### config.mk
export PLATFORM = sky130hd
export DESIGN_NAME = osm_queue
export DESIGN_NICKNAME = d
export VERILOG_FILES = /design/src/sv/osm_pkg.sv /design/src/sv/osm_queue.sv
export SDC_FILE = /design/constraint.sdc
export NUM_CORES = 1
export LEC_CHECK = 0
export ABC_CLOCK_PERIOD_IN_PS = 3460
export BUFFER_PORTS_ARGS = -buffer_cell sky130_fd_sc_hd__buf_4
export CORE_MARGIN = 3
export CORE_UTILIZATION = 52
export CTS_CLUSTER_DIAMETER = 120
export DETAILED_ROUTE_END_ITERATION = 8
export PLACE_DENSITY = 0.76
export RECOVER_POWER = 50
export SLEW_MARGIN = 10
export SYNTH_ARGS = -nofsm -noshare
export SYNTH_HDL_FRONTEND = slang
export SYNTH_SLANG_ARGS = --single-unit
### constraint.sdc
create_clock -name i_clk -period 3.46 [get_ports i_clk]
set_input_delay 0 -clock i_clk [delete_from_list [all_inputs] [get_ports i_clk]]
set_output_delay 0 -clock i_clk [all_outputs]
set_load 0.01 [all_outputs]
### src/sv/osm_pkg.sv
// ----------------------------------------------------------------------------
// Operand stack machine package
// Command and status codes, field widths and shared structs.
// ----------------------------------------------------------------------------
package osm_pkg;

    localparam int WORD_W      = 64;
    localparam int CMD_W       = 4;
    localparam int TAKE_W      = 7;
    localparam int FILL_W      = 7;
    localparam int STATUS_W    = 2;
    localparam int MAX_RESULTS = 64;
    localparam int QUEUE_DEPTH = 2;

    localparam logic [CMD_W-1:0] CMD_PUSH_ONE = 4'd0;
    localparam logic [CMD_W-1:0] CMD_POP      = 4'd1;
    localparam logic [CMD_W-1:0] CMD_PEEK     = 4'd2;
    localparam logic [CMD_W-1:0] CMD_PUSH_VAL = 4'd3;
    localparam logic [CMD_W-1:0] CMD_OUTPUT   = 4'd4;
    localparam logic [CMD_W-1:0] CMD_DUP      = 4'd5;
    localparam logic [CMD_W-1:0] CMD_SWAP     = 4'd6;
    localparam logic [CMD_W-1:0] CMD_ROT      = 4'd7;
    localparam logic [CMD_W-1:0] CMD_REVROT   = 4'd8;
    localparam logic [CMD_W-1:0] CMD_ADD      = 4'd9;
    localparam logic [CMD_W-1:0] CMD_MUL      = 4'd10;
    localparam logic [CMD_W-1:0] CMD_NEG      = 4'd11;
    localparam logic [CMD_W-1:0] CMD_OUTK     = 4'd12;

    localparam logic [STATUS_W-1:0] ST_OK    = 2'd0;
    localparam logic [STATUS_W-1:0] ST_EMPTY = 2'd1;
    localparam logic [STATUS_W-1:0] ST_FEW   = 2'd2;
    localparam logic [STATUS_W-1:0] ST_FULL  = 2'd3;

    // work classes handed from the front end to the execution side
    typedef enum logic [3:0] {
        K_RESULT   = 4'd0,
        K_WRITE    = 4'd1,
        K_READ_OUT = 4'd2,
        K_DUP      = 4'd3,
        K_NEG      = 4'd4,
        K_MOVE     = 4'd5,
        K_SWAP     = 4'd6,
        K_ADD      = 4'd7,
        K_MUL      = 4'd8,
        K_OUTK     = 4'd9
    } t_kind;

    typedef struct packed {
        t_kind                kind;
        logic [STATUS_W-1:0]  status;
        logic [FILL_W-1:0]    fill;
        logic [TAKE_W-1:0]    take;
        logic [WORD_W-1:0]    value;
    } t_op;

    typedef struct packed {
        logic [WORD_W-1:0]    word;
        logic                 word_valid;
        logic [STATUS_W-1:0]  status;
        logic                 last;
        logic [FILL_W-1:0]    fill;
    } t_res;

endpackage

### src/sv/osm_queue.sv
// ----------------------------------------------------------------------------
// Operand stack work queue
// Small register FIFO between front end and execution side.
// ----------------------------------------------------------------------------
module osm_queue #(
    parameter int W = 8
) (
    input  logic          i_clk,
    input  logic          i_rst_n,
    input  logic          i_wr_valid,
    output logic          o_wr_ready,
    input  logic [W-1:0]  i_wr_data,
    output logic          o_rd_valid,
    input  logic          i_rd_ready,
    output logic [W-1:0]  o_rd_data
);
    import osm_pkg::*;

    localparam int PW = (QUEUE_DEPTH > 1) ? $clog2(QUEUE_DEPTH) : 1;
    localparam int NW = $clog2(QUEUE_DEPTH + 1);

    logic [W-1:0]  r_entry [QUEUE_DEPTH];
    logic [PW-1:0] r_wr_ptr, n_wr_ptr;
    logic [PW-1:0] r_rd_ptr, n_rd_ptr;
    logic [NW-1:0] r_used, n_used;
    logic          push, pop;

    assign o_wr_ready = (r_used != NW'(QUEUE_DEPTH));
    assign o_rd_valid = (r_used != '0);
    assign o_rd_data  = r_entry[r_rd_ptr];
    assign push       = i_wr_valid && o_wr_ready;
    assign pop        = o_rd_valid && i_rd_ready;

    always_comb begin
        n_wr_ptr = r_wr_ptr;
        n_rd_ptr = r_rd_ptr;
        n_used   = r_used;
        if (push) begin
            n_wr_ptr = (r_wr_ptr == PW'(QUEUE_DEPTH - 1)) ? '0 : r_wr_ptr + PW'(1);
        end
        if (pop) begin
            n_rd_ptr = (r_rd_ptr == PW'(QUEUE_DEPTH - 1)) ? '0 : r_rd_ptr + PW'(1);
        end
        if (push && !pop) begin
            n_used = r_used + NW'(1);
        end else if (pop && !push) begin
            n_used = r_used - NW'(1);
        end
    end

    always_ff @(posedge i_clk) begin
        if (!i_rst_n) begin
            r_wr_ptr <= '0;
            r_rd_ptr <= '0;
            r_used   <= '0;
        end else begin
            r_wr_ptr <= n_wr_ptr;
            r_rd_ptr <= n_rd_ptr;
            r_used   <= n_used;
        end
    end

    always_ff @(posedge i_clk) begin
        if (push) begin
            r_entry[r_wr_ptr] <= i_wr_data;
        end
    end

endmodule

==> Yosys cells after proc, flatten, opt, wreduce, memory -nomap -nowiden <==
Memories as Yosys holds them, arrays and structs flattened. A register that Yosys moved wholly into a read port is not among the register bits.
Index checks and enable logic that the tools add are counted.
{ "totals": {"output_inout_bits": 10, "latchBits": 0, "regBits": 4, "rom_bits": 0, "mem_bits_rw": 16, "memories": 1} }
{ "op_classes": {"order_cmp": 0, "eq_ne": 1, "mul": 0, "div": 0, "shift": 0, "n_reduce_logical": 8, "add_sub_neg": 4, "muxes": 8, "bitwise_logic": 0} }
{ "mem_list": {"columns": ["memory", "words", "word_bits", "rd", "rd_ports_with_merged_regs", "wr", "line_no", "text"], "rows": [
  ["r_entry", 2, 8, 1, 1, 1, "osm_queue.sv:22", "logic [W-1:0] r_entry [QUEUE_DEPTH];"]
]} }
{ "ops": {"columns": ["cell", "n"], "rows": [
  ["$mux 1", 6],
  ["$logic_and 1x1->1", 4],
  ["$mux 2", 2],
  ["$reduce_bool 2->1", 2],
  ["$add 1x1->1 const B", 2],
  ["$add 2x1->2 const B", 1],
  ["$logic_not 1->1", 2],
  ["$ne 2x2->1 const B", 1],
  ["$sub 2x1->2 const B", 1]
]} }

==> Depth between registers and ports, before layout <==
Gate-level depths: netlist (run 1).
{ "logic_depth": {"ltp_word": 6, "mapped_depth": 6, "mapped_depth_nobuf": 6} }

==> Worst setup path before layout (run 1) <==
No wires, ideal clock.
{ "synth_path": {"kind": "reg2reg", "from": "register r_used[0]", "to": "register r_used[1]", "setup_ps": 70, "path_buffers": 0, "setup_slack_ps": 1961, "t_required_ps": 3390, "period_less_slack_ps": 1499, "arrival_ps": 1429, "path_stages_with_launch": 6, "cell_sequence": "dfxtp_1 > nand2b_4 > and2_1 > ha_1 > or3_1 > a21oi_1"} }
{ "synth_between": {"elab_chain_cells": 5, "elab_cells_between_ends": 13, "cone_classes": "add/sub (2); eq/ne (1); mux (2); reduce/logical (8)"} }
{ "synth_lines": {"columns": ["element", "line_no", "text"], "rows": [
  ["from (decl)", "osm_queue.sv:25", "logic [NW-1:0] r_used, n_used;"],
  ["from (signal assigned)", "osm_queue.sv:59", "r_used <= n_used;"],
  ["$ne 2x2->1 (*)", "osm_queue.sv:28", "assign o_wr_ready = (r_used != NW'(QUEUE_DEPTH));"],
  ["net o_wr_ready", "osm_queue.sv:11", "output logic o_wr_ready,"],
  ["$logic_and 1x1->1 (*)", "osm_queue.sv:31", "assign push = i_wr_valid && o_wr_ready;"],
  ["$logic_not 1->1", "osm_queue.sv:46", "end else if (pop && !push) begin"],
  ["$logic_and 1x1->1", "osm_queue.sv:46", null],
  ["$reduce_bool 2->1 (no line)", null, null]
]} }
The timed path passes the listed nets; every way through them passes the cells marked *. The select of a mux whose other input is x is not followed.
A chain may end at the register's enable or synchronous reset.

==> Worst setup path in the final report (run 1) <==
{ "layout_path": {"from": "register r_used[0]", "to": "register r_used[1]"} }
{ "layout_between": {"elab_chain_cells": 5, "elab_cells_between_ends": 13, "cone_classes": "add/sub (2); eq/ne (1); mux (2); reduce/logical (8)"} }
{ "layout_lines": {"columns": ["element"], "rows": [
  ["parallel branches: the longest is 5 deep, another holds $sub 2x1->2"]
]} }
Parallel ways; which one is timed is not known. The select of a mux whose other input is x is not followed.

==> impl_results.md, run 1 <==
* Post-synth cell types at 17
* Synth async-reset ratio at 0%
* Full die area at a little over 2000 sq um
* Layout cells sized above 1 at 37.3%
* Finish-stage setup viols at 0
* Setup CP Type: reg -> reg
* Ranking of synthesized cells by area: edfxtp_1 59%, dfxtp_1 12%, mux2_2 11%, xor2_1 3.2%, nand2b_4 1.7%
* Hold Slack at 10.0 ps
* Drt pass-1 iters at 3
* Most common cell in the netlist: edfxtp_1
* Worst Setup End Kind: flip-flop
* Hold Fails Final Rpt at 0
* Required time worst endpoint at about 3700 ps
* # IOs at 22
* Clk_skew at ~5.0 ps
* DRC at 0
* CP max FO at 5
* Syn avg cell area at 16.2 sq um
* Area grow syn2layout at 33.2%
* TritonCTS clock tree: done
* Grt ovf at 0
* Slew headroom at about three quarters
* CTS Buffer Depth at 2
* RSZ-0062 raised after global routing: false
* Post-synth top flop: edfxtp_1
* # diodes at 0
* CTS Buf Count at 3
* Outcome: finished clean
* Peak VDD IR at between 0.3 and 0.4 mV
* Cell row count at 13
* Resize count post-CTS at 0
* Global-route usage over all layers at between 15 and 20%
* # Max-Cap Violations at 0
* Post-route insts no fill at about 100
* Initial antenna violation count at 0
* Synth Register Bits at 21
* Routed via count at approximately 510
* Largest net degree at the start of global routing at 12
* Die H at approximately 45 um
* Initial core utilization at ~59%
* GP Congestion at around 0.66
* Crit start category: flip-flop
* Worst hold path type: in -> reg
* CORE AREA at ~1400 sq um
* Fin nets at 97
* Yosys warning count at 0
* Cells after synthesis at 50
* Routed Antenna Nets at 0
* Drt initial violations at 9
* Max Freq at 0.613 GHz
* Routed vias/inst at between 5 and 6
* Worst Max-Slew Pin Slew at 377 ps
* Register area share after synthesis at a little over 70%
* Root buf cell: clkbuf_4
* Pwr dens at about 640 nW/um^2
* Worst endpoint data arrival time at around 1900 ps
* Placed cell area at 981 sq um
* Placed wire-length estimate at ~940 um
* Post-route clock period utilization at a little under half
* H-tree depth at 1
* Synth Cell Area at 810 sq um
* Worst-Skew Late Latency at slightly below 300 ps
* CTS Sinks at 21
* Top cell type by total area after synthesis: edfxtp_1
* Post-synth top area share at between 50% and 60%
* Placed Instances at 85
* Min cycle time layout at about 1600 ps
* LEAKAGE at roughly 0.43 nW
* Number of global-route vias before repair at 521
* PortBufs at 21
* Post-route cell area at 1080 sq um
* Syn Nets at 63
* First-pass GRT wire length at approximately 2300 um
* Setup TNS at 0 ps
* Final Routed Wirelength at around 1300 um
* Clock-pin transition on the worst setup and hold timing paths at approximately 110 ps
* Drt wl/cell at 13.6 um
* Final Max Slew Viols at 0
* Post-synth top cells: 16 x edfxtp_1, 8 x mux2_2, 5 x dfxtp_1
* Design Power at 685 uW
* Number of synthesized flops with an enable pin at 16
* Die width at approximately 45 um
==> cell families after synthesis <==
kind of cell	Yosys count	synth area share, %
compound gates	5	3.71
mux	8	11.1
flops	21	71.7
fa+ha+maj	1	1.55
xor+xnor	3	3.25
buf+inv	3	1.55
simple gates	9	7.11
==> path summary, 6_finish.rpt <==
| kind | depth (start not counted) | from | end | slack (ps) |
|---|---|---|---|---|
| setup / recovery | 5 | r_used[0] | r_used[1] | 1830 |
| setup reg to reg | 5 | r_used[0] | r_used[1] | 1830 |
| hold reg to reg | 2 | r_used[1] | r_used[1] | 520 |
| hold / removal | 3 | i_wr_valid | r_wr_ptr | 10 |
==> worst max-delay path, stage by stage (launching register included) <==
cell      delay [ps]
dfxtp_1          360
nand2b_1         210
and2_1           190
ha_1             300
or3_1            370
a21oi_1          130
==> placed cells by master, fill, tap and decap left out, drive strengths merged <==
master / n
a21bo: 1
and3: 1
clkbuf: 14
dlygate4sd3: 9
or3: 1
ha: 1
inv: 2
nor2: 3
a21oi: 2
nand3b: 1
xor2: 3
nand2b: 1
o21ai: 2
mux2: 8
and2: 1
buf: 11
edfxtp: 16
dfxtp: 5
or2: 1
==> layer usage <==
metal,up-vias,share of wire (%),global-route usage [%]
met5,-,0,0
met4,0,0.45,5.26
li1,249,-,-
met3,2,5.2,3.95
met1,244,40,20.0
met2,12,54,27.6
==> registers in the layout, summed over array words and instances (netlist names), named ones only <==
signal    flops
r_entry      16
r_used        2
r_rd_ptr      1
r_wr_ptr      1
==> metrics by stage <==
step | setup slack [ps] | utilization, %
6_report | 1830 | 78.0
5_1_grt | 1710 | 78.0
4_1_cts | 1880 | 79.4
3_5_place_dp | 1910 | 71.0
3_3_place_gp | 1950 | 71.0
2_1_floorplan | 1960 | -
==> final cells by class <==
type                       count  area, sq um
clock buffer                   4         26.3
fill                          93          304
inverter                       2         7.51
multi-input combinational     26          209
sequential                    21          581
tap                           15         18.8
timing repair buffer          30          236
==> where the power goes <==
part / leakage [nW] / internal [mW] / switching, mW
Clock: 0.0150 / 0.0448 / 0.0673
Sequential: 0.191 / 0.320 / 0.0303
Combinational: 0.223 / 0.121 / 0.102
Total: 0.428 / 0.486 / 0.199
==> repair_timing <==
item,CTS,global route
endpoints found under the hold margin,18,0
setup buffers,0,0
hold buffers,9,0
No activity file was read; power rests on OpenSTA's default activity.
==> inputs of run 2 (changes only) <==
--- a/config.mk
+++ b/config.mk
@@ -5,13 +5,14 @@
 export SDC_FILE = /design/constraint.sdc
 export NUM_CORES = 1
 export LEC_CHECK = 0
-export ABC_CLOCK_PERIOD_IN_PS = 3460
+export ABC_AREA = 1
+export ABC_CLOCK_PERIOD_IN_PS = 1670
 export BUFFER_PORTS_ARGS = -buffer_cell sky130_fd_sc_hd__buf_4
 export CORE_MARGIN = 3
-export CORE_UTILIZATION = 52
+export CORE_UTILIZATION = 49
 export CTS_CLUSTER_DIAMETER = 120
 export DETAILED_ROUTE_END_ITERATION = 8
-export PLACE_DENSITY = 0.76
+export PLACE_DENSITY = 0.72
 export RECOVER_POWER = 50
 export SLEW_MARGIN = 10
 export SYNTH_ARGS = -nofsm -noshare
==> constraint.sdc (replaced) <==
create_clock -name i_clk -period 1.67 [get_ports i_clk]
set_input_delay 0 -clock i_clk [delete_from_list [all_inputs] [get_ports i_clk]]
set_output_delay 0 -clock i_clk [all_outputs]
set_load 0.01 [all_outputs]
==> run 2 against run 1 <==
Via count increased by 9.3%. Fmax increased by 12%. Cell count increased by 15%. Register-to-register slack got worse by 1600 ps. Sequential share of layout area decreased by 2.4 points. Critical path depth unchanged. First-iteration DRC count increased by 22%. Worst setup slack got worse by 1600 ps. Power increased by 110%. Non-clock buffer count increased by 2. Final area increased by 4.6%. Utilization decreased by 5.6 points. Critical path type unchanged. Critical endpoint is now r_entry[1][3]. Highest routed layer unchanged.
==> impl_results.md, run 2 <==
* Outcome: finished clean
* Worst Max-Slew Pin Slew at between 400 and 500 ps
* Number of synthesized flops with an enable pin at 16
* Top Registers: r_entry (16), r_used (2)
* Number of global-route vias before repair at slightly above 500
* Drt pass-1 iters at 4
* CP max FO at 8
* Grt ovf at 0
* Commonest non-fill, non-tap cell in the layout: edfxtp_1
* TritonCTS clock tree: done
* Worst Hold Launch: i_wr_valid
* Most common cell in the netlist: edfxtp_1
* Drt initial violations at 11
* Final Routed Wirelength at between 1000 and 1500 um
* Worst-Skew Late Latency at slightly below 300 ps
* Cells after synthesis at just over 60
* Placed cell area at around 1000 sq um
* Post-route clock period utilization at 87.1%
* Die H at ~47 um
* Initial antenna violation count at 0
* Cell row count at 14
* RSZ-0062 raised after global routing: false
* Setup TNS at 0 ps
* Top cell type by total area after synthesis: edfxtp_1
* Ranking of synthesized cells by area: edfxtp_1 57%, dfxtp_1 12%, mux2_2 11%, nor2_1 3.6%, inv_1 2.7%
* Place WS at between 300 and 400 ps
* Fin nets at between 100 and 150
* Hold_buf cts at 9
* Post-route cell area at around 1100 sq um
* Routed via count at around 550
* Full die area at between 2000 and 2500 sq um
* H-tree depth at 1
* First-pass GRT wire length at 2010 um
* Reg2Reg Launch Point: r_used[0]
* Largest net degree at the start of global routing at 12
* Post-synth top flop: edfxtp_1
* Drt wl/cell at about 12 um
* Reg2Reg Depth at 5
* Clock-pin transition on the worst setup and hold timing paths at approximately 110 ps
* Worst endpoint data arrival time at around 1400 ps
* DRC at 0
* GR Util met1 at between 10 and 15%
* Worst Hold Depth at 5
* # diodes at 0
* Synth Register Bits at 21
* Max Freq at 0.688 GHz
* Yosys warning count at 0
* Synth async-reset ratio at 0%
* Syn Nets at 75
* Initial core utilization at between 50 and 60%
* Die width at 47.3 um
* # Max-Cap Violations at 0
* Post-synth top area share at 57.5%
* Postcts setup bufs at 0
* Pwr dens at about 1300 nW/um^2
* Setup CP Type: reg -> reg
* Peak VDD IR at just over 0.8 mV
* Resize count post-CTS at 0
* Post-synth cell types at 18
* LEAKAGE at between 0.4 and 0.5 nW
* Largest register by flop count: r_entry
* M3 GR Usage at roughly 4.6%
* Register area share after synthesis at a little over two thirds
* Design Power at 1.47 mW
* CTS Buf Count at 3
* Hold Fails Final Rpt at 0
* Clk_skew at 10.8 ps
* Final WS setup at roughly 220 ps
* GP Congestion at 0.753
* Grt met2 use at a little under a quarter
* Max reg flops at 16
* Required time worst endpoint at approximately 1600 ps
* # IOs at 22
* Final Max Slew Viols at 0
* R2R Setup Slk at ~220 ps
* Syn avg cell area at roughly 13 sq um
* Placed wire-length estimate at 980 um
* Global-route usage over all layers at between 10 and 15%
* Worst Setup End Kind: flip-flop
* Layout cells sized above 1 at between 30% and 40%
* Root buf cell: clkbuf_4
* Routed Antenna Nets at 0
* Area grow syn2layout at 35.0%
* Most frequent cells in the layout: 16 x edfxtp_1, 13 x buf_4, 10 x clkbuf_4
* PortBufs at 21
* Core Util, Final at a little over 70%
* Min cycle time layout at ~1500 ps
* CTS Buffer Depth at 2
* Routed vias/inst at about 4.9
* Finish-stage setup viols at 0
* Slew headroom at between 60 and 70%
* CTS Sinks at 21
* # fillers at ~110
* CORE AREA at between 1500 and 2000 sq um
* Crit start category: flip-flop
* WHS Endpoint: r_wr_ptr
* Synth Cell Area at between 800 and 900 sq um
* Worst hold path type: in -> reg
* Worst reg2reg path endpoint: r_entry[1][3]
* Post-synth top cells: 16 x edfxtp_1, 8 x mux2_2, 8 x nor2_1
* GR peak layer: met2
==> run 2: cell type report <==
type | count | area [sq um] | area share [%]
flip-flops and latches | 21 | 581 | 51.4
repair buffers | 32 | 251 | 22.3
multi-input cells | 32 | 219 | 19.4
inverters | 8 | 31.3 | 2.77
clock buffers | 4 | 26.3 | 2.33
well taps | 16 | 20.0 | 1.77
==> run 2: cell families (layout without fill, tap and decap cells) <==
| family | count (synthesis) | in the layout | share of synthesized area, % |
|---|---|---|---|
| AOI/OAI and AO/OA | 4 | 4 | 2.84 |
| buffers and inverters | 9 | 44 | 4.34 |
| muxes | 8 | 8 | 10.8 |
| and+or+nand+nor | 19 | 19 | 11.1 |
| adders and majority gates | 1 | 1 | 1.50 |
| DFF | 21 | 21 | 69.5 |
==> run 2: report_power, final <==
group          leakage [nW]  internal, mW  total, mW  switching (mW)
combinational         0.259         0.255      0.506           0.251
clock                0.0150        0.0928      0.226           0.133
sequential            0.191         0.667      0.734          0.0674
total                 0.464          1.01       1.47           0.451
==> run 2: per-layer routing <==
layer	part of all wire [%]	wire length (um)
met5	0	0
met4	0.89	12
met3	4.2	57
met2	50	672
met1	45	601
==> run 2: worst max-delay path, stage by stage, from the launching register on <==
cell	delay, ps
dfxtp_1	400
inv_1	120
nand2_4	80
nand2_4	50
nor2_1	80
clkbuf_1	370
==> run 2: worst max-delay path by stage <==
stage,from,to,slack (ps),depth (start not counted)
after floorplan,r_used[0],r_entry[1][0],350,4
after global placement,r_used[1],r_used[1],350,8
after detailed placement,r_used[1],r_used[1],340,8
after CTS,flip-flop,o_rd_data[7],260,2
after global routing,r_used[0],r_used[1],100,10
final,r_used[0],r_entry[1][3],220,5
==> run 2: through the flow <==
stage	hold WS, ps	instances
final	34.9	113
after global routing	74.3	113
after CTS	32.3	113
after detailed placement	188	100
after global placement	185	100
after floorplan	98.9	62
==> inputs of run 3 (changes only) <==
--- a/config.mk
+++ b/config.mk
@@ -5,9 +5,9 @@
 export SDC_FILE = /design/constraint.sdc
 export NUM_CORES = 1
 export LEC_CHECK = 0
-export ABC_AREA = 1
+export ABC_AREA = 0
 export ABC_CLOCK_PERIOD_IN_PS = 1670
-export BUFFER_PORTS_ARGS = -buffer_cell sky130_fd_sc_hd__buf_4
+export BUFFER_PORTS_ARGS = -buffer_cell sky130_fd_sc_hd__buf_2
 export CORE_MARGIN = 3
 export CORE_UTILIZATION = 49
 export CTS_CLUSTER_DIAMETER = 120
==> run 3 against run 2 <==
Combinational power fell by 16%. Cell count fell by 12%. Via count fell by 15%. Count of clock-buffer cells in the layout did not move. Sequential share of layout area rose by 4.4 points. Critical path depth did not move. First-iteration DRC count rose by 18%. Utilization fell by 4.0 points. Final area fell by 7.6%. Clock power rose by 6%. Global-route usage fell by 0.53 points. Fmax fell by 7.3%. Largest cell class unchanged.
==> impl_results.md, run 3 (synthesis results as in run 1) <==
* Outcome: finished clean
* Worst setup path endpoint: r_used[1]
* Finish-stage setup viols at 0
* Cell row count at 14
* H-tree depth at 1
* Placed Instances at 86
* Drt pass-1 iters at 4
* Routed Antenna Nets at 0
* Clk_skew at around 2.4 ps
* Reg2Reg Depth at 5
* LEAKAGE at between 0.4 and 0.5 nW
* CTS Sinks at 21
* Largest net degree at the start of global routing at 12
* # diodes at 0
* CTS Buf Count at 3
* Placed cell area at between 900 and 1000 sq um
* # IOs at 22
* Area grow syn2layout at 28.7%
* Clock-pin transition on the worst setup and hold timing paths at ~110 ps
* RSZ-0062 raised after global routing: false
* CTS Buffer Depth at 2
* Post-route cell area at roughly 1000 sq um
* Worst hold path type: in -> reg
* Place WS at ~120 ps
* Routed via count at 473
* # fillers at about 110
* DRC at 0
* Min cycle time layout at between 1500 and 2000 ps
* Global-route usage over all layers at around an eighth
* Die width at ~47 um
* Worst reg2reg path endpoint: r_used[1]
* Setup CP Type: reg -> reg
* CORE AREA at roughly 1500 sq um
* Max reg flops at 16
* GP Congestion at between 0.6 and 0.7
* Worst endpoint data arrival time at roughly 1800 ps
* Postcts setup bufs at 0
* Top Registers: r_entry (16), r_used (2)
* Full die area at between 2000 and 2500 sq um
* Routed vias/inst at about 4.8
* Final Max Slew Viols at 0
* Worst Max-Slew Pin Slew at ~400 ps
* Setup TNS at 0 ps
* Peak VDD IR at roughly 1 mV
* Initial antenna violation count at 0
* Worst setup startpoint: r_used[1]
* Hold Fails Final Rpt at 0
* Core Util, Final at about two thirds
* Post-route insts no fill at a little under 100
* R2R Setup Slk at 100 ps
* Die H at about 47 um
* Pwr dens at approximately 1300 nW/um^2
* Final Routed Wirelength at ~1300 um
* Design Power at 1.40 mW
* Layout cells sized above 1 at 38.6%
* Grt ovf at 0
* Worst Setup End Kind: flip-flop
* Initial core utilization at a little over half
* TritonCTS clock tree: done
* Crit start category: flip-flop
* Root buf cell: clkbuf_4
* Fin nets at just under 100
* Drt initial violations at 13
* Reg2Reg Launch Point: r_used[1]
* Required time worst endpoint at ~1900 ps
* Worst-Skew Late Latency at approximately 300 ps
* Post-route clock period utilization at 93.9%
* Slew headroom at between 70% and 80%
* PortBufs at 21
* Largest register by flop count: r_entry
* Placed wire-length estimate at 811 um
* CP max FO at 5
* Drt wl/cell at about 13 um
* Most frequent cells in the layout: 16 x buf_2, 16 x edfxtp_1, 9 x dlygate4sd3_1
* Final WS setup at between 100 and 150 ps
* Number of global-route vias before repair at between 400 and 500
* # Max-Cap Violations at 0
* Max Freq at about 0.64 GHz
* First-pass GRT wire length at around 1900 um
* Hold Slack at around 25 ps
-- run 3: cell count changes in the layout (fill, tap and decap cells not counted), sizes merged, moves of 3 or more --
cell	delta
clkbuf	-5
xor2	+3
buf	+3
inv	-5
nor2	-5
nand2	-9
-- run 3: layout make-up --
cell class	count	area, sq um	share of cell area, %
inverters	2	7.51	0.720
multi-input cells	26	216	20.8
repair buffers	30	190	18.2
flip-flops and latches	21	582	55.8
well taps	16	20.0	1.92
clock buffers	4	26.3	2.52
-- run 3: worst min-delay path by stage --
stage,slack [ps],cells after the start,endpoint,from
floorplan,100,0,r_entry[0][0],i_wr_data[0]
global placement,190,1,r_entry[0][2],i_wr_data[2]
detailed placement,190,1,r_entry[0][2],i_wr_data[2]
CTS,4,3,r_wr_ptr,i_wr_valid
global route,50,3,r_wr_ptr,i_wr_valid
finish,30,3,r_wr_ptr,i_wr_valid
-- run 3: where the power goes --
part / switching [mW] / internal (mW)
sequential: 0.0722 / 0.665
combinational: 0.198 / 0.227
clock: 0.146 / 0.0931
total: 0.416 / 0.986
-- run 3: worst max-delay path: stages, from the launching register on --
cell	delay (ps)
dfxtp_1	440
nand2b_4	90
and2_1	160
ha_1	300
or3_1	380
a21oi_1	140
-- run 3: routing by layer --
| metal | vias up | routed length, um | global-route usage (%) | part of all wire, % |
|---|---|---|---|---|
| met5 | - | 0 | 0 | 0 |
| met4 | 0 | 14 | 11.6 | 1.1 |
| met3 | 2 | 81 | 2.73 | 6.3 |
| met2 | 14 | 595 | 18.7 | 47 |
| met1 | 212 | 586 | 17.1 | 46 |
| li1 | 245 | - | - | - |
-- run 3: timing repair --
item / CTS / global route
hold buffers: 9 / 0
resized for setup: 0 / 2
endpoints found under the setup margin: 0 / 1
endpoints found under the hold margin: 21 / 0
