File: src/sv/osm_pkg.sv
// ----------------------------------------------------------------------------
// Operand stack machine package
// Command and status codes, field widths and shared structs.
// ----------------------------------------------------------------------------
package osm_pkg;

    localparam int WORD_W      = 64;
    localparam int CMD_W       = 4;
    localparam int TAKE_W      = 7;
    localparam int FILL_W      = 7;
    localparam int STATUS_W    = 2;
    localparam int MAX_RESULTS = 64;
    localparam int QUEUE_DEPTH = 2;

    localparam logic [CMD_W-1:0] CMD_PUSH_ONE = 4'd0;
    localparam logic [CMD_W-1:0] CMD_POP      = 4'd1;
    localparam logic [CMD_W-1:0] CMD_PEEK     = 4'd2;
    localparam logic [CMD_W-1:0] CMD_PUSH_VAL = 4'd3;
    localparam logic [CMD_W-1:0] CMD_OUTPUT   = 4'd4;
    localparam logic [CMD_W-1:0] CMD_DUP      = 4'd5;
    localparam logic [CMD_W-1:0] CMD_SWAP     = 4'd6;
    localparam logic [CMD_W-1:0] CMD_ROT      = 4'd7;
    localparam logic [CMD_W-1:0] CMD_REVROT   = 4'd8;
    localparam logic [CMD_W-1:0] CMD_ADD      = 4'd9;
    localparam logic [CMD_W-1:0] CMD_MUL      = 4'd10;
    localparam logic [CMD_W-1:0] CMD_NEG      = 4'd11;
    localparam logic [CMD_W-1:0] CMD_OUTK     = 4'd12;

    localparam logic [STATUS_W-1:0] ST_OK    = 2'd0;
    localparam logic [STATUS_W-1:0] ST_EMPTY = 2'd1;
    localparam logic [STATUS_W-1:0] ST_FEW   = 2'd2;
    localparam logic [STATUS_W-1:0] ST_FULL  = 2'd3;

    // work classes handed from the front end to the execution side
    typedef enum logic [3:0] {
        K_RESULT   = 4'd0,
        K_WRITE    = 4'd1,
        K_READ_OUT = 4'd2,
        K_DUP      = 4'd3,
        K_NEG      = 4'd4,
        K_MOVE     = 4'd5,
        K_SWAP     = 4'd6,
        K_ADD      = 4'd7,
        K_MUL      = 4'd8,
        K_OUTK     = 4'd9
    } t_kind;

    typedef struct packed {
        t_kind                kind;
        logic [STATUS_W-1:0]  status;
        logic [FILL_W-1:0]    fill;
        logic [TAKE_W-1:0]    take;
        logic [WORD_W-1:0]    value;
    } t_op;

    typedef struct packed {
        logic [WORD_W-1:0]    word;
        logic                 word_valid;
        logic [STATUS_W-1:0]  status;
        logic                 last;
        logic [FILL_W-1:0]    fill;
    } t_res;

endpackage

File: src/sv/osm_if.sv
// ----------------------------------------------------------------------------
// Operand stack machine channels
// Command request channel and result channel, valid/ready handshake.
// ----------------------------------------------------------------------------
interface osm_cmd_if;
    logic                                valid;
    logic                                ready;
    logic        [osm_pkg::CMD_W-1:0]    cmd;
    logic signed [osm_pkg::WORD_W-1:0]   push_value;
    logic        [osm_pkg::TAKE_W-1:0]   take_count;

    modport source (output valid, cmd, push_value, take_count, input ready);
    modport sink   (input valid, cmd, push_value, take_count, output ready);
endinterface


File: src/sv/osm_front.sv
// ----------------------------------------------------------------------------
// Operand stack front end
// Tracks fill count and bottom slot, checks each command and turns it into
// a work entry with resolved slot addresses.
// ----------------------------------------------------------------------------
module osm_front #(
    parameter  int STACK_DEPTH = 64,
    localparam int AW          = $clog2(STACK_DEPTH)
) (
    input  logic           i_clk,
    input  logic           i_rst_n,
    osm_cmd_if.sink        i_cmd,
    output logic           o_op_valid,
    input  logic           i_op_ready,
    output osm_pkg::t_op   o_op,
    output logic [AW-1:0]  o_slot_a,
    output logic [AW-1:0]  o_slot_b
);
    import osm_pkg::*;

    localparam int CW   = $clog2(STACK_DEPTH + 1);
    localparam int CMPW = (CW > TAKE_W) ? CW : TAKE_W;

    logic [CW-1:0] r_count, n_count;
    logic [AW-1:0] r_bottom, n_bottom;

    logic          accept;
    logic          full, empty, few, k_bad;
    logic [CW-1:0] count_m1, count_m2;
    logic [AW-1:0] slot_top, slot_second, slot_next, bottom_dec, bottom_inc;

    // base < depth and, wherever the result is used, pos <= depth, so one conditional subtract wraps it
    function automatic logic [AW-1:0] slot_of(input logic [AW-1:0] base,
                                              input logic [CW-1:0] pos);
        logic [CW:0] sum;
        sum = (CW+1)'(base) + (CW+1)'(pos);
        if (sum >= (CW+1)'(STACK_DEPTH)) begin
            sum = sum - (CW+1)'(STACK_DEPTH);
        end
        return sum[AW-1:0];
    endfunction

    assign accept     = i_cmd.valid && i_cmd.ready;
    assign i_cmd.ready = i_op_ready;
    assign o_op_valid = i_cmd.valid;

    assign full     = (r_count == CW'(STACK_DEPTH));
    assign empty    = (r_count == '0);
    assign few      = (r_count < CW'(2));
    assign count_m1 = r_count - CW'(1);
    assign count_m2 = r_count - CW'(2);

    assign slot_top    = slot_of(r_bottom, count_m1);
    assign slot_second = slot_of(r_bottom, count_m2);
    assign slot_next   = slot_of(r_bottom, r_count);
    assign bottom_dec  = (r_bottom == '0) ? AW'(STACK_DEPTH - 1) : r_bottom - AW'(1);
    assign bottom_inc  = (r_bottom == AW'(STACK_DEPTH - 1)) ? '0 : r_bottom + AW'(1);

    assign k_bad = (CMPW'(i_cmd.take_count) > CMPW'(r_count)) ||
                   (i_cmd.take_count > TAKE_W'(MAX_RESULTS));

    always_comb begin
        n_count     = r_count;
        n_bottom    = r_bottom;
        o_op.kind   = K_RESULT;
        o_op.status = ST_OK;
        o_op.take   = i_cmd.take_count;
        o_op.value  = i_cmd.push_value;
        o_slot_a    = slot_top;
        o_slot_b    = slot_second;

        case (i_cmd.cmd)
            CMD_PUSH_ONE, CMD_PUSH_VAL: begin
                if (full) begin
                    o_op.status = ST_FULL;
                end else begin
                    o_op.kind = K_WRITE;
                    o_slot_a  = slot_next;
                    n_count   = r_count + CW'(1);
                    if (i_cmd.cmd == CMD_PUSH_ONE) begin
                        o_op.value = WORD_W'(1);
                    end
                end
            end
            CMD_POP: begin
                if (empty) begin
                    o_op.status = ST_EMPTY;
                end else begin
                    n_count = count_m1;
                end
            end
            CMD_PEEK, CMD_OUTPUT: begin
                if (empty) begin
                    o_op.status = ST_EMPTY;
                end else begin
                    o_op.kind = K_READ_OUT;
                    if (i_cmd.cmd == CMD_OUTPUT) begin
                        n_count = count_m1;
                    end
                end
            end
            CMD_DUP: begin
                if (empty) begin
                    o_op.status = ST_EMPTY;
                end else if (full) begin
                    o_op.status = ST_FULL;
                end else begin
                    o_op.kind = K_DUP;
                    o_slot_b  = slot_next;
                    n_count   = r_count + CW'(1);
                end
            end
            CMD_SWAP, CMD_ADD, CMD_MUL: begin
                if (few) begin
                    o_op.status = ST_FEW;
                end else if (i_cmd.cmd == CMD_SWAP) begin
                    o_op.kind = K_SWAP;
                end else begin
                    o_op.kind = (i_cmd.cmd == CMD_ADD) ? K_ADD : K_MUL;
                    n_count   = count_m1;
                end
            end
            CMD_ROT: begin
                if (empty) begin
                    o_op.status = ST_EMPTY;
                end else begin
                    o_op.kind = K_MOVE;
                    o_slot_b  = bottom_dec;
                    n_bottom  = bottom_dec;
                end
            end
            CMD_REVROT: begin
                // bottom word lands one past the old top
                if (empty) begin
                    o_op.status = ST_EMPTY;
                end else begin
                    o_op.kind = K_MOVE;
                    o_slot_a  = r_bottom;
                    o_slot_b  = slot_next;
                    n_bottom  = bottom_inc;
                end
            end
            CMD_NEG: begin
                if (empty) begin
                    o_op.status = ST_EMPTY;
                end else begin
                    o_op.kind = K_NEG;
                end
            end
            CMD_OUTK: begin
                if (k_bad) begin
                    o_op.status = ST_FEW;
                end else if (i_cmd.take_count != '0) begin
                    o_op.kind = K_OUTK;
                    n_count   = CW'(CMPW'(r_count) - CMPW'(i_cmd.take_count));
                end
            end
            default: begin
            end
        endcase

        o_op.fill = FILL_W'(n_count);
    end

    always_ff @(posedge i_clk) begin
        if (!i_rst_n) begin
            r_count  <= '0;
            r_bottom <= '0;
        end else if (accept) begin
            r_count  <= n_count;
            r_bottom <= n_bottom;
        end
    end

endmodule

File: src/flat_wrapper.sv
// flat-port wrapper written by rule: the top's interface ports become plain ports
module osm_front_flat import osm_pkg::*;
#(
    parameter  int STACK_DEPTH = 64,
    localparam int AW          = $clog2(STACK_DEPTH)
)
  (i_clk, i_rst_n, o_op_valid, i_op_ready, o_op, o_slot_a, o_slot_b, i_cmd_valid, i_cmd_cmd, i_cmd_push_value, i_cmd_take_count, i_cmd_ready);
  osm_cmd_if i_cmd_i ();
  input  logic i_clk;
  input  logic i_rst_n;
  output logic o_op_valid;
  input  logic i_op_ready;
  output osm_pkg::t_op o_op;
  output logic [AW-1:0] o_slot_a;
  output logic [AW-1:0] o_slot_b;
  input wire logic [$bits(i_cmd_i.valid)-1:0] i_cmd_valid;
  input wire logic [$bits(i_cmd_i.cmd)-1:0] i_cmd_cmd;
  input wire logic [$bits(i_cmd_i.push_value)-1:0] i_cmd_push_value;
  input wire logic [$bits(i_cmd_i.take_count)-1:0] i_cmd_take_count;
  output wire logic [$bits(i_cmd_i.ready)-1:0] i_cmd_ready;
  assign i_cmd_i.valid = i_cmd_valid;
  assign i_cmd_i.cmd = i_cmd_cmd;
  assign i_cmd_i.push_value = i_cmd_push_value;
  assign i_cmd_i.take_count = i_cmd_take_count;
  assign i_cmd_ready = i_cmd_i.ready;
  osm_front #(.STACK_DEPTH(STACK_DEPTH)) u_core (.i_clk(i_clk), .i_rst_n(i_rst_n), .i_cmd(i_cmd_i), .o_op_valid(o_op_valid), .i_op_ready(i_op_ready), .o_op(o_op), .o_slot_a(o_slot_a), .o_slot_b(o_slot_b));
endmodule
File: config.mk
export PLATFORM = sky130hd
export DESIGN_NAME = osm_front_flat
export DESIGN_NICKNAME = d
export VERILOG_FILES = /design/src/sv/osm_pkg.sv /design/src/sv/osm_if.sv /design/src/sv/osm_front.sv /design/src/flat_wrapper.sv
export SDC_FILE = /design/constraint.sdc
export NUM_CORES = 1
export LEC_CHECK = 0
export ABC_AREA = 1
export BUFFER_PORTS_ARGS = -buffer_cell sky130_fd_sc_hd__buf_2
export CORE_UTILIZATION = 53
export CTS_BUF_LIST = sky130_fd_sc_hd__clkbuf_16
export CTS_CLUSTER_SIZE = 24
export DETAILED_ROUTE_END_ITERATION = 16
export PLACE_DENSITY = 0.92
export SLEW_MARGIN = 15
export SYNTH_ARGS = -nofsm -noshare
export SYNTH_HDL_FRONTEND = slang
export SYNTH_SLANG_ARGS = --single-unit
File: constraint.sdc
create_clock -name i_clk -period 5.92 [get_ports i_clk]
set_input_delay 0 -clock i_clk [delete_from_list [all_inputs] [get_ports i_clk]]
set_output_delay 0 -clock i_clk [all_outputs]
set_load 0.02 [all_outputs]
# --- After elaboration in Yosys (flattened, before gate mapping) ---
# Index checks and enable logic that the tools add are counted.
totals:
  regBits: 13
  inputBits: 79
  out_inout_bits: 98
  wordCells: 96
classes:
  addsub: 12
  magnitude_cmp: 6
  eq_ne: 16
  mux: 47
  n_reduce_logical: 13
op_table:
  columns: ["op", "n"]
  rows:
  - ["2-to-1 mux 64 bit", 3]
  - ["2-to-1 mux 6 bit", 13]
  - ["2-to-1 mux 7 bit", 9]
  - ["one-hot mux 7 bit (6 select lines)", 1]
  - ["one-hot mux 4 bit (7 select lines)", 1]
  - ["adder 6 x 7 -> 8 bit", 3]
  - ["greater-or-equal comparator 8 x 7 -> 1 bit (second input constant)", 3]
  - ["2-to-1 mux 4 bit", 6]
  - ["one-hot mux 6 bit (2 select lines)", 2]
  - ["subtractor 6 x 1 -> 6 bit (second input constant)", 4]
  - ["== test 4 bit (second input constant)", 5]
  - ["one-hot mux 6 bit (3 select lines)", 1]
  - ["== test 4 x 3 -> 1 bit (second input constant)", 4]
  - ["2-to-1 mux 2 bit", 6]
  - ["one-hot mux 2 bit (5 select lines)", 1]
  - ["== test 4 x 2 -> 1 bit (second input constant)", 2]
  - ["adder 7 x 1 -> 7 bit (second input constant)", 1]
  - ["== test 7 bit (second input constant)", 1]
  - ["> comparator 7 bit", 1]
  - ["> comparator 7 bit (second input constant)", 1]
  - ["zero test 7 bit", 1]
  - ["< comparator 7 x 2 -> 1 bit (second input constant)", 1]
  - ["nonzero test 7 bit", 1]
  - ["subtractor 7 x 1 -> 7 bit (second input constant)", 1]
  - ["other kinds (17)", 22]

# --- Depth between registers and ports, before layout ---
# Gate-level depths: netlist of the first run.
depth:
  ltp_word: 7
  mapped_depth: 16
  ltp_nobuf: 16

# --- Worst setup path after synthesis of the first run ---
# OpenSTA, ideal clock, no wires.
synth_path:
  path_type: "register to output"
  startpoint: "register u_core.r_count[1]"
  endpoint: "output o_slot_a[5]"
  arrival_ps: 2416
  required_time_ps: 5920
  slack_ps: 3504
  stages_incl_launch_ff: 14
  path_buffers: 1
  path_cell_list: "dfxtp_1 > inv_1 > ha_1 > clkbuf_1 > nand3_1 > and2_1 > inv_1 > ha_1 > a21o_1 > nand2_1 > nand2_1 > nand2_1 > nand3_1 > a21oi_1"
synth_via:
  elab_chain_cells: 6
synth_rtl:
  columns: ["element", "line", "rtl"]
  rows:
  - ["from (decl)", "osm_front.sv:24", "logic [CW-1:0] r_count, n_count;"]
  - ["from (signal assigned)", "osm_front.sv:170", "r_count <= n_count;"]
  - ["subtractor 7 x 1 -> 7 bit", "osm_front.sv:50", "assign count_m1 = r_count - CW'(1);"]
  - ["adder 6 x 7 -> 8 bit", "osm_front.sv:36", "sum = (CW+1)'(base) + (CW+1)'(pos);"]
  - ["greater-or-equal comparator 8 x 7 -> 1 bit or subtractor 6 x 1 -> 6 bit (tied branches)", "osm_front.sv:37, osm_front.sv:38", null]
  - ["2-to-1 mux 6 bit", "osm_front.sv:37", "if (sum >= (CW+1)'(STACK_DEPTH)) begin"]
  - ["2-to-1 mux 6 bit, on equally long branches", "osm_front.sv:134, osm_front.sv:74", null]
  - ["one-hot mux 6 bit (2 select lines) (*)", "osm_front.sv:72", "case (i_cmd.cmd)"]
  - ["to (decl)", "flat_wrapper.sv:14", "output logic [AW-1:0] o_slot_a;"]
# Mark *: on every way between the ends. The rest lies on a longest branch, timed or not.

# --- Final worst setup path of the first run ---
# Same ends and word-level chain as after synthesis.

==> results.yml, run 1 <==
outcome:
  status: "complete, no violations"
power_and_ir_drop:
  pwr_density_cell_mw_per_mm2: 150
  p_leak_nw: 3.00
  ir_drop_uv: 200
logic_synthesis:
  synth_xor_area_frac: 0.0457
  synth_adder_area_share: 0.119
  netlist.area_leader.share: 0.162
  synthArstFlopShare: 0
  synth_fp_nets: 820
  syn_avg_cell_area_sq_um: 5.42
  synthSimpleGateAreaFrac: 0.445
  synth_top_family_by_area: "simple AND/OR/NAND/NOR gates"
  ys_types: 44
  synthTopCellsByArea: "nand2_1 16%, inv_1 13%, nor2_1 11%"
  yosysSeqAreaShare: 0.0679
  synth-main-ff-cell: "dfxtp_1"
  synthMuxAreaShare: 0
  ys_ff_latch: 13
  synth_edf_count: 0
  syn_area_sq_mm: 0.00383
  postSynthCellCount: 707
  synth_compound_area_frac: 0.136
  yosys_warnings: 0
  synth_top_cell_by_area: "nand2_1"
clock_network:
  tritoncts: "built"
  numCtsBuffers: 3
  clk_pin_slew_ns: 0.04
  postCtsHoldBufs: 0
  cts_buffer_depth: 2
  clock_latency_ns: 0.24
  root_buffer: "clkbuf_16"
  clock_sinks: 13
  cts-resized-gates: 0
  post-cts-setup-buffers: 0
  cts_max_level: 1
global_route:
  grt-ovfl-total: 0
  grt_pass1_wl_um: 19700
  grt.total_usage: 0.326
  grt_max_degree: 65
  grt_pass1_vias: 4349
  antenna_found_initial: 0
worst_setup_path:
  slowest_delay_ns: 0.50
  crit_path_cell_trace: "inv_1 -> ha_1 -> xnor2_1 -> inv_1 -> ha_1 -> nand3_1 -> nand3_1 -> a21o_1 -> nand2_1 -> nand2_1 -> nand2_1 -> nand3_1 -> a21oi_1 -> buf_2"
  crit_buf_inv: 3
  startpoint_type: "register"
  cp_slowest_cell: "dfxtp_1"
  cp_top_family: "adder cells"
  worstSetupEndpointType: "output port"
  critPathMaxFanout: 9
  crit_type: "register to output port"
  cp.required_ns: 5.92
  critPathArrivalTime_ns: 2.92
layout:
  final_net_count: 977
  stdcell_count: 959
  num_antenna_cells: 0
  final_cell_mix: "176 x buf_2, 166 x nand2_1, 137 x inv_1"
  layout-drive-gt1-share: 0.257
  area_growth_pct: 23.8
  mostFrequentLayoutCell: "buf_2"
  nFillCells: 681
timing:
  finalSetupViolations: 0
  fin_crit_sh: 0.493
  slew_headroom: 0.371
  hold_viol_final: 0
  finalCriticalPeriod_ns: 2.92
  fin_setup_tns_ns: 0
  fmax_mhz: 342
  rsz0062_at_grt: "no"
  worst_pin_slew_ns: 0.943
  skew_ns: 0.00300
  slew_viol_final: 0
hold_path:
  hp-class: "input port to register"
job:
  drv_cap: 0
detailed_routing:
  vias: 5034
  routed_via_density: 5.25
  drtAntennaViolNets: 0
  first_pass_iters: 5
  routed_wl_um: 12800
  drtIter0Drc: 362
  wl_per_cell_um: 13.4
  drc_errors: 0
die:
  num_rows: 30
  die_y_um: 87.1
  design.core.area_sq_mm: 0.00691
  die_w_um: 87.1
  dieArea_sq_mm: 0.00758
  start_util: 0.555
  io_pins: 177
place:
  dpl.cell_count: 955
  hpwl_um: 10400
  gp_congestion: 0.998
  portBuffers: 176
==> path summary, 6_finish.rpt <==
check / end / slack (ns) / startpoint / cells after the start
setup / recovery: o_slot_a[5] / 3.00 / u_core.r_count[1] / 14
hold / removal: u_core.r_bottom[4] / 0.1 / i_rst_n / 3
setup reg to reg: u_core.r_count[1] / 3.60 / u_core.r_count[4] / 12
hold reg to reg: u_core.r_bottom[5] / 0.64 / u_core.r_bottom[5] / 2
==> area by class of cell <==
cell class / count / area (sq um) / share of cell area
clock buffer: 3 / 75.1 / 0.0158
clock inverter: 1 / 3.75 / 0.000791
inverter: 146 / 552 / 0.116
multi-input combinational: 524 / 2860 / 0.602
sequential: 13 / 260 / 0.0548
tap: 96 / 120 / 0.0253
timing repair buffer: 176 / 881 / 0.186
==> cell usage after synthesis, types with 2 or more instances <==
cell type,count
inv_1,136
buf_2,7
or2_2,3
nor2_1,109
nand2_2,10
o21ai_2,3
nand2_4,2
nand3_1,62
dfxtp_1,13
nor2_4,7
a21oi_1,30
nor2_2,4
o21ai_1,6
o221ai_1,8
clkbuf_1,2
nand4_1,9
a31oi_1,3
xor2_1,10
inv_2,7
a21o_1,2
nand2_1,166
buf_4,12
xnor2_1,10
buf_6,3
o21ai_0,26
ha_1,30
fa_1,4
nand3b_1,5
nand3_2,3
==> per-stage QoR <==
step / power (mW) / util / instance area (sq um) / setup WS (ns) / hold slack (ns)
after floorplan: 0.442 / - / 3830 / 3.50 / 0.113
after detailed placement: 0.579 / 0.676 / 4670 / 3.30 / 0.234
after CTS: 0.708 / 0.688 / 4750 / 3.03 / 0.0838
after global routing: 0.765 / 0.688 / 4750 / 2.79 / 0.0918
after global placement: 0.575 / 0.676 / 4670 / 3.42 / 0.231
final: 0.714 / 0.688 / 4750 / 3.00 / 0.0987
==> kinds of logic (layout without fill, tap and decap cells) <==
logic type	Yosys count	in the layout
fa+ha+maj	34	34
compound gates	87	87
simple gates	383	383
xor+xnor	20	20
buf+inv	170	326
flops	13	13
==> state kept, by name, summed over array words and instances, names as in the netlist <==
signal	flops
u_core.r_count	7
u_core.r_bottom	6
==> where the power goes <==
group	total, mW	switching [mW]	internal [mW]
sequential	0.108	0.0157	0.0923
clock	0.125	0.0365	0.0890
combinational	0.481	0.312	0.168
==> per-layer routing <==
metal | wire length (um) | up-vias | global-route usage
met5 | 0 | - | 0
met4 | 426 | 0 | 0.130
met3 | 1230 | 46 | 0.0445
met2 | 5820 | 287 | 0.548
met1 | 5360 | 2193 | 0.419
li1 | - | 2508 | -
==> worst reg2reg max path, stage by stage (launching register included) <==
cell and delay [ns]:
dfxtp_1 0.76, ha_1 0.40, nand2_1 0.09, nand2_1 0.06
a21oi_1 0.12, nand2_1 0.10, nand3_1 0.17, nand2_1 0.12
nand2_1 0.14, nand2_1 0.10, nand3_1 0.11, nand2_1 0.05
inv_1 0.04
(Power assumes the default switching activity.)
==> run 2: changes to the inputs <==
- ABC_AREA: 1 -> 0
- CORE_UTILIZATION: 53 -> 49
- PLACE_DENSITY: 0.92 -> 0.86
- clock period: 5.92 -> 2.9 ns (I/O delays scaled with it)
==> results.yml, run 2 <==
clock_network:
  clk_pin_slew_ns: 0.05
  cts_buffer_depth: 2
  clock_latency_ns: 0.24
  tritoncts: "built"
  root_buffer: "clkbuf_16"
  cts_max_level: 1
  clock_sinks: 13
  numCtsBuffers: 3
global_route:
  grt-ovfl-total: 0
  antenna_found_initial: 1
  grt_max_degree: 65
  grt.total_usage: 0.355
  grt_pass1_wl_um: 23600
  grt_pass1_vias: 4731
die:
  start_util: 0.520
  design.core.area_sq_mm: 0.00741
  io_pins: 177
  die_y_um: 90.7
  num_rows: 31
  dieArea_sq_mm: 0.00823
  die_w_um: 90.7
worst_setup_path:
  crit_buf_inv: 2
  crit_type: "register to output port"
  critPathArrivalTime_ns: 2.76
  startpoint_type: "register"
  cp.required_ns: 2.90
  worstSetupEndpointType: "output port"
  reg2reg_to: "u_core.r_count[6]"
  slowest_delay_ns: 0.54
  crit_path_cell_trace: "ha_1 -> o21ai_1 -> a211oi_1 -> buf_4 -> o211ai_4 -> nor2_2 -> a211oi_2 -> nand2_1 -> o22a_1 -> buf_2"
  rr_startpoint: "u_core.r_count[3]"
  cp_top_family: "compound AO/OA/AOI/OAI gates"
  rr_worst_depth: 8
  rrSetupSlack_ns: 0.32
  cp_slowest_cell: "dfxtp_1"
  critPathMaxFanout: 9
layout:
  top_regs: "u_core.r_count x7, u_core.r_bottom x6"
  largest_register_ffs: 7
  largest_register: "u_core.r_count"
  area_growth_pct: 28.8
  nFillCells: 698
  regArea_sq_um: 262
  mostFrequentLayoutCell: "buf_2"
  layout-drive-gt1-share: 0.324
  multiInputGateArea_sq_mm: 0.00331
  final_net_count: 840
  stdcell_count: 826
  design_area_sq_mm: 0.00497
  final_cell_mix: "176 x buf_2, 70 x nor2b_1, 54 x nand2_1"
detailed_routing:
  routed_wl_um: 15000
  routed_via_density: 5.97
  first_pass_iters: 5
  vias: 4929
  wl_per_cell_um: 18.1
  drtAntennaViolNets: 0
  drtIter0Drc: 315
  drc_errors: 0
timing:
  fin_crit_sh: 0.952
  rsz0062_at_grt: "no"
  hold_viol_final: 0
  finalCriticalPeriod_ns: 2.76
  worst_pin_slew_ns: 0.760
  finalSetupViolations: 0
  slew_viol_final: 0
  slew_headroom: 0.491
  fmax_mhz: 362
  fin_setup_tns_ns: 0
  skew_ns: 0.00320
place:
  portBuffers: 176
  gp_congestion: 0.997
  hpwl_um: 12300
  place_area_sq_mm: 0.00483
  dpl.cell_count: 818
outcome:
  status: "complete, no violations"
logic_synthesis:
  netlist.area_leader.share: 0.114
  synthTopCellsByArea: "nor2b_1 11%, ha_1 9.7%, dfxtp_1 6.8%"
  synthArstFlopShare: 0
  synth-main-ff-cell: "dfxtp_1"
  yosysMostFrequentCell: "nor2b_1"
  ys_ff_latch: 13
  syn_area_sq_mm: 0.00385
  postSynthCellCount: 567
  synth_common_cells: "70 x nor2b_1, 54 x nand2_1, 43 x a21oi_1"
  syn_avg_cell_area_sq_um: 6.80
  yosysSeqAreaShare: 0.0675
  synth_edf_count: 0
  ys_types: 74
  synth_top_cell_by_area: "nor2b_1"
  yosys_warnings: 0
  synth_fp_nets: 680
power_and_ir_drop:
  pwr_density_cell_mw_per_mm2: 294
  p_leak_nw: 2.47
  ir_drop_uv: 235
hold_path:
  hold_end: "u_core.r_bottom[1]"
  holdPathStages: 2
  hold_start: "i_rst_n"
  hp-class: "input port to register"
job:
  drv_cap: 0
-- run 2: cell count changes in the layout (fill, tap and decap cells not counted), moves of 9 or more --
cell,previous run,this run
nor2_1,109,34
nand2_1,166,54
a21oi_1,30,42
nand3_1,62,19
nor2b_1,0,70
buf_4,0,25
o21ai_0,26,35
inv_1,137,25
nand2b_1,0,9
a21o_1,2,11
nand2_2,10,1
-- run 2: repair_timing --
action,4_1_cts,5_1_grt
gates resized for setup,1,13
endpoints found under the hold margin,0,0
pin swaps,1,2
setup buffers,1,2
hold buffers,0,0
setup endpoints to repair,1,7
-- run 2: metrics by stage --
stage / total power [mW] / setup slack, ns / utilization / hold WS, ns
finish: 1.46 / 0.138 / 0.670 / 0.153
global route: 1.54 / 0.00925 / 0.670 / 0.159
CTS: 1.43 / 0.0421 / 0.664 / 0.147
detailed placement: 1.17 / 0.184 / 0.652 / 0.260
global placement: 1.16 / 0.291 / 0.652 / 0.249
floorplan: 0.854 / 0.357 / - / 0.113
-- run 2: layout make-up --
class,instances,share of cell area
multi-input cells,481,0.667
repair buffers,202,0.219
well taps,99,0.0249
clock inverters,1,0.000756
diodes,1,0.000504
clock buffers,3,0.0151
flip-flops and latches,13,0.0527
inverters,26,0.0197
-- run 2: worst max-delay path by stage --
stage	from	to	slack [ns]	depth (start not counted)
floorplan	u_core.r_count[0]	o_slot_a[5]	0.36	12
global placement	u_core.r_count[1]	o_slot_a[5]	0.29	13
detailed placement	u_core.r_count[1]	o_slot_a[5]	0.18	13
CTS	u_core.r_count[1]	o_slot_a[5]	0.04	13
global route	u_core.r_count[1]	o_op[76]	0.009	11
finish	u_core.r_count[3]	o_op[76]	0.14	10
-- run 2: layer usage --
layer / up-vias / share of wire / track usage
met5: - / 0 / 0
met3: 37 / 0.064 / 0.0370
li1: 2332 / - / -
met4: 0 / 0.031 / 0.133
met1: 2313 / 0.40 / 0.418
met2: 247 / 0.50 / 0.652
-- run 2: cells by family (layout without fill, tap and decap cells) --
| group | after synthesis | count (layout) | share of synthesized area |
|---|---|---|---|
| AND/OR/NAND/NOR | 232 | 232 | 0.322 |
| other | 0 | 1 | 0 |
| flip-flops | 13 | 13 | 0.0675 |
| buffers and inverters | 73 | 232 | 0.0818 |
| AO/OA/AOI/OAI | 177 | 177 | 0.321 |
| XOR/XNOR | 31 | 31 | 0.0704 |
| multiplexers | 7 | 7 | 0.0185 |
| adder cells (fa/ha/maj) | 34 | 34 | 0.118 |
-- run 2: power breakdown --
group / internal (mW) / total, mW / switching, mW / leakage [nW]
Sequential: 0.186 / 0.200 / 0.0144 / 0.106
Clock: 0.182 / 0.257 / 0.0753 / 0.0423
Combinational: 0.387 / 1.00 / 0.615 / 2.32
Total: 0.754 / 1.46 / 0.704 / 2.47
==> run 3: changes to the inputs <==
- ABC_AREA: 0 -> 1
==> results.yml, run 3 (synthesis results as in run 1) <==
outcome:
  status: "complete, no violations"
global_route:
  grt.total_usage: 0.313
  grt_pass1_wl_um: 21000
  grt-ovfl-total: 0
  grt_max_degree: 31
  antenna_found_initial: 0
  grt_pass1_vias: 4401
layout:
  top_regs: "u_core.r_count x7, u_core.r_bottom x6"
  final_net_count: 985
  nFillCells: 754
  num_antenna_cells: 0
  largest_register_ffs: 7
  largest_register: "u_core.r_count"
  final_cell_mix: "176 x buf_2, 166 x nand2_1, 136 x inv_1"
  area_growth_pct: 26.0
  stdcell_count: 970
  layout-drive-gt1-share: 0.268
  mostFrequentLayoutCell: "buf_2"
power_and_ir_drop:
  p_leak_nw: 3.04
  ir_drop_uv: 369
  power_mw: 1.47
  pwr_density_cell_mw_per_mm2: 304
place:
  hpwl_um: 10800
  place_ws_ns: 0.302
  gp_congestion: 0.995
  dpl.cell_count: 965
  portBuffers: 176
worst_setup_path:
  critPathMaxFanout: 8
  startpoint_type: "register"
  critPathArrivalTime_ns: 2.69
  cp.required_ns: 2.90
  crit_type: "register to output port"
  worstSetupEndpointType: "output port"
timing:
  hold_viol_final: 0
  finalCriticalPeriod_ns: 2.69
  fmax_mhz: 371
  slew_headroom: 0.659
  rsz0062_at_grt: "no"
  setup_ws_ns: 0.207
  fin_setup_tns_ns: 0
  fin_crit_sh: 0.929
  skew_ns: 0.00204
  slew_viol_final: 0
  worst_pin_slew_ns: 0.511
  finalSetupViolations: 0
hold_path:
  hp-class: "input port to register"
detailed_routing:
  drtAntennaViolNets: 0
  routed_via_density: 5.17
  routed_wl_um: 13200
  first_pass_iters: 8
  wl_per_cell_um: 13.6
  drtIter0Drc: 389
  drc_errors: 0
  routed-wl-met2_um: 6060
  dr.max_layer_used: "met4"
  vias: 5012
  route.met3.wl_um: 1350
  drt-met1-wl_um: 5400
clock_network:
  numCtsBuffers: 3
  clock_latency_ns: 0.24
  cts_buffer_depth: 2
  clk_pin_slew_ns: 0.04
  clock_sinks: 13
  postCtsHoldBufs: 0
  tritoncts: "built"
  root_buffer: "clkbuf_16"
  cts_max_level: 1
die:
  dieArea_sq_mm: 0.00818
  io_pins: 177
  start_util: 0.518
  die_y_um: 90.5
  num_rows: 31
  design.core.area_sq_mm: 0.00741
  die_w_um: 90.5
job:
  drv_cap: 0
## run 3: cell types whose count changed in the layout (fill, tap and decap cells not counted), sizes merged, moves of 18 or more
cell / before / now
nor2b: 70 / 0
nand3: 19 / 65
nor2: 35 / 121
nand2: 55 / 178
buf: 202 / 184
inv: 27 / 144
## run 3: cell type report
type | count | area, sq um | area share
clock buffer | 3 | 75.1 | 0.0155
clock inverter | 1 | 3.75 | 0.000777
inverter | 146 | 556 | 0.115
multi-input combinational | 524 | 2860 | 0.591
sequential | 13 | 265 | 0.0549
tap | 99 | 124 | 0.0256
timing repair buffer | 184 | 953 | 0.197
## run 3: per-layer routing
metal,vias up,track usage
li1,2534,-
met1,2172,0.395
met2,269,0.540
met3,37,0.0455
met4,0,0.109
met5,-,0
## run 3: path summary, 6_finish.rpt
path,startpoint,to,slack (ns),cells after the start
worst max register to register,u_core.r_count[5],u_core.r_count[2],0.70,12
worst min-delay path,i_rst_n,u_core.r_bottom[5],0.09,3
worst max-delay path,u_core.r_count[1],o_slot_a[5],0.21,14
worst min register to register,u_core.r_count[3],u_core.r_count[3],0.58,2
## run 3: power by group
part	switching [mW]	internal [mW]
clock network	0.0733	0.182
registers	0.0223	0.189
logic	0.650	0.351
## run 3: worst max-delay path, cell delays in order (launching register included)
cell and delay, ns:
dfxtp_4 0.41, clkinvlp_4 0.18, ha_1 0.29, xnor2_1 0.15
inv_1 0.09, ha_1 0.36, nand3_1 0.11, nand3_1 0.12
a21o_1 0.19, nand2_1 0.07, nand2_1 0.05, nand2_1 0.07
nand3_1 0.07, a21oi_1 0.13, buf_2 0.17
## run 3: timing repair
| item | 4_1_cts | 5_1_grt |
|---|---|---|
| buffers inserted | 0 | 1 |
| resized for setup | 0 | 4 |
| setup endpoints to repair | 0 | 4 |
## run 3: metrics by stage
step	hold slack (ns)	area, sq um	util
floorplan	0.113	3830	-
global placement	0.232	4740	0.640
detailed placement	0.233	4740	0.640
CTS	0.0862	4820	0.650
global route	0.109	4830	0.652
finish	0.0889	4830	0.652
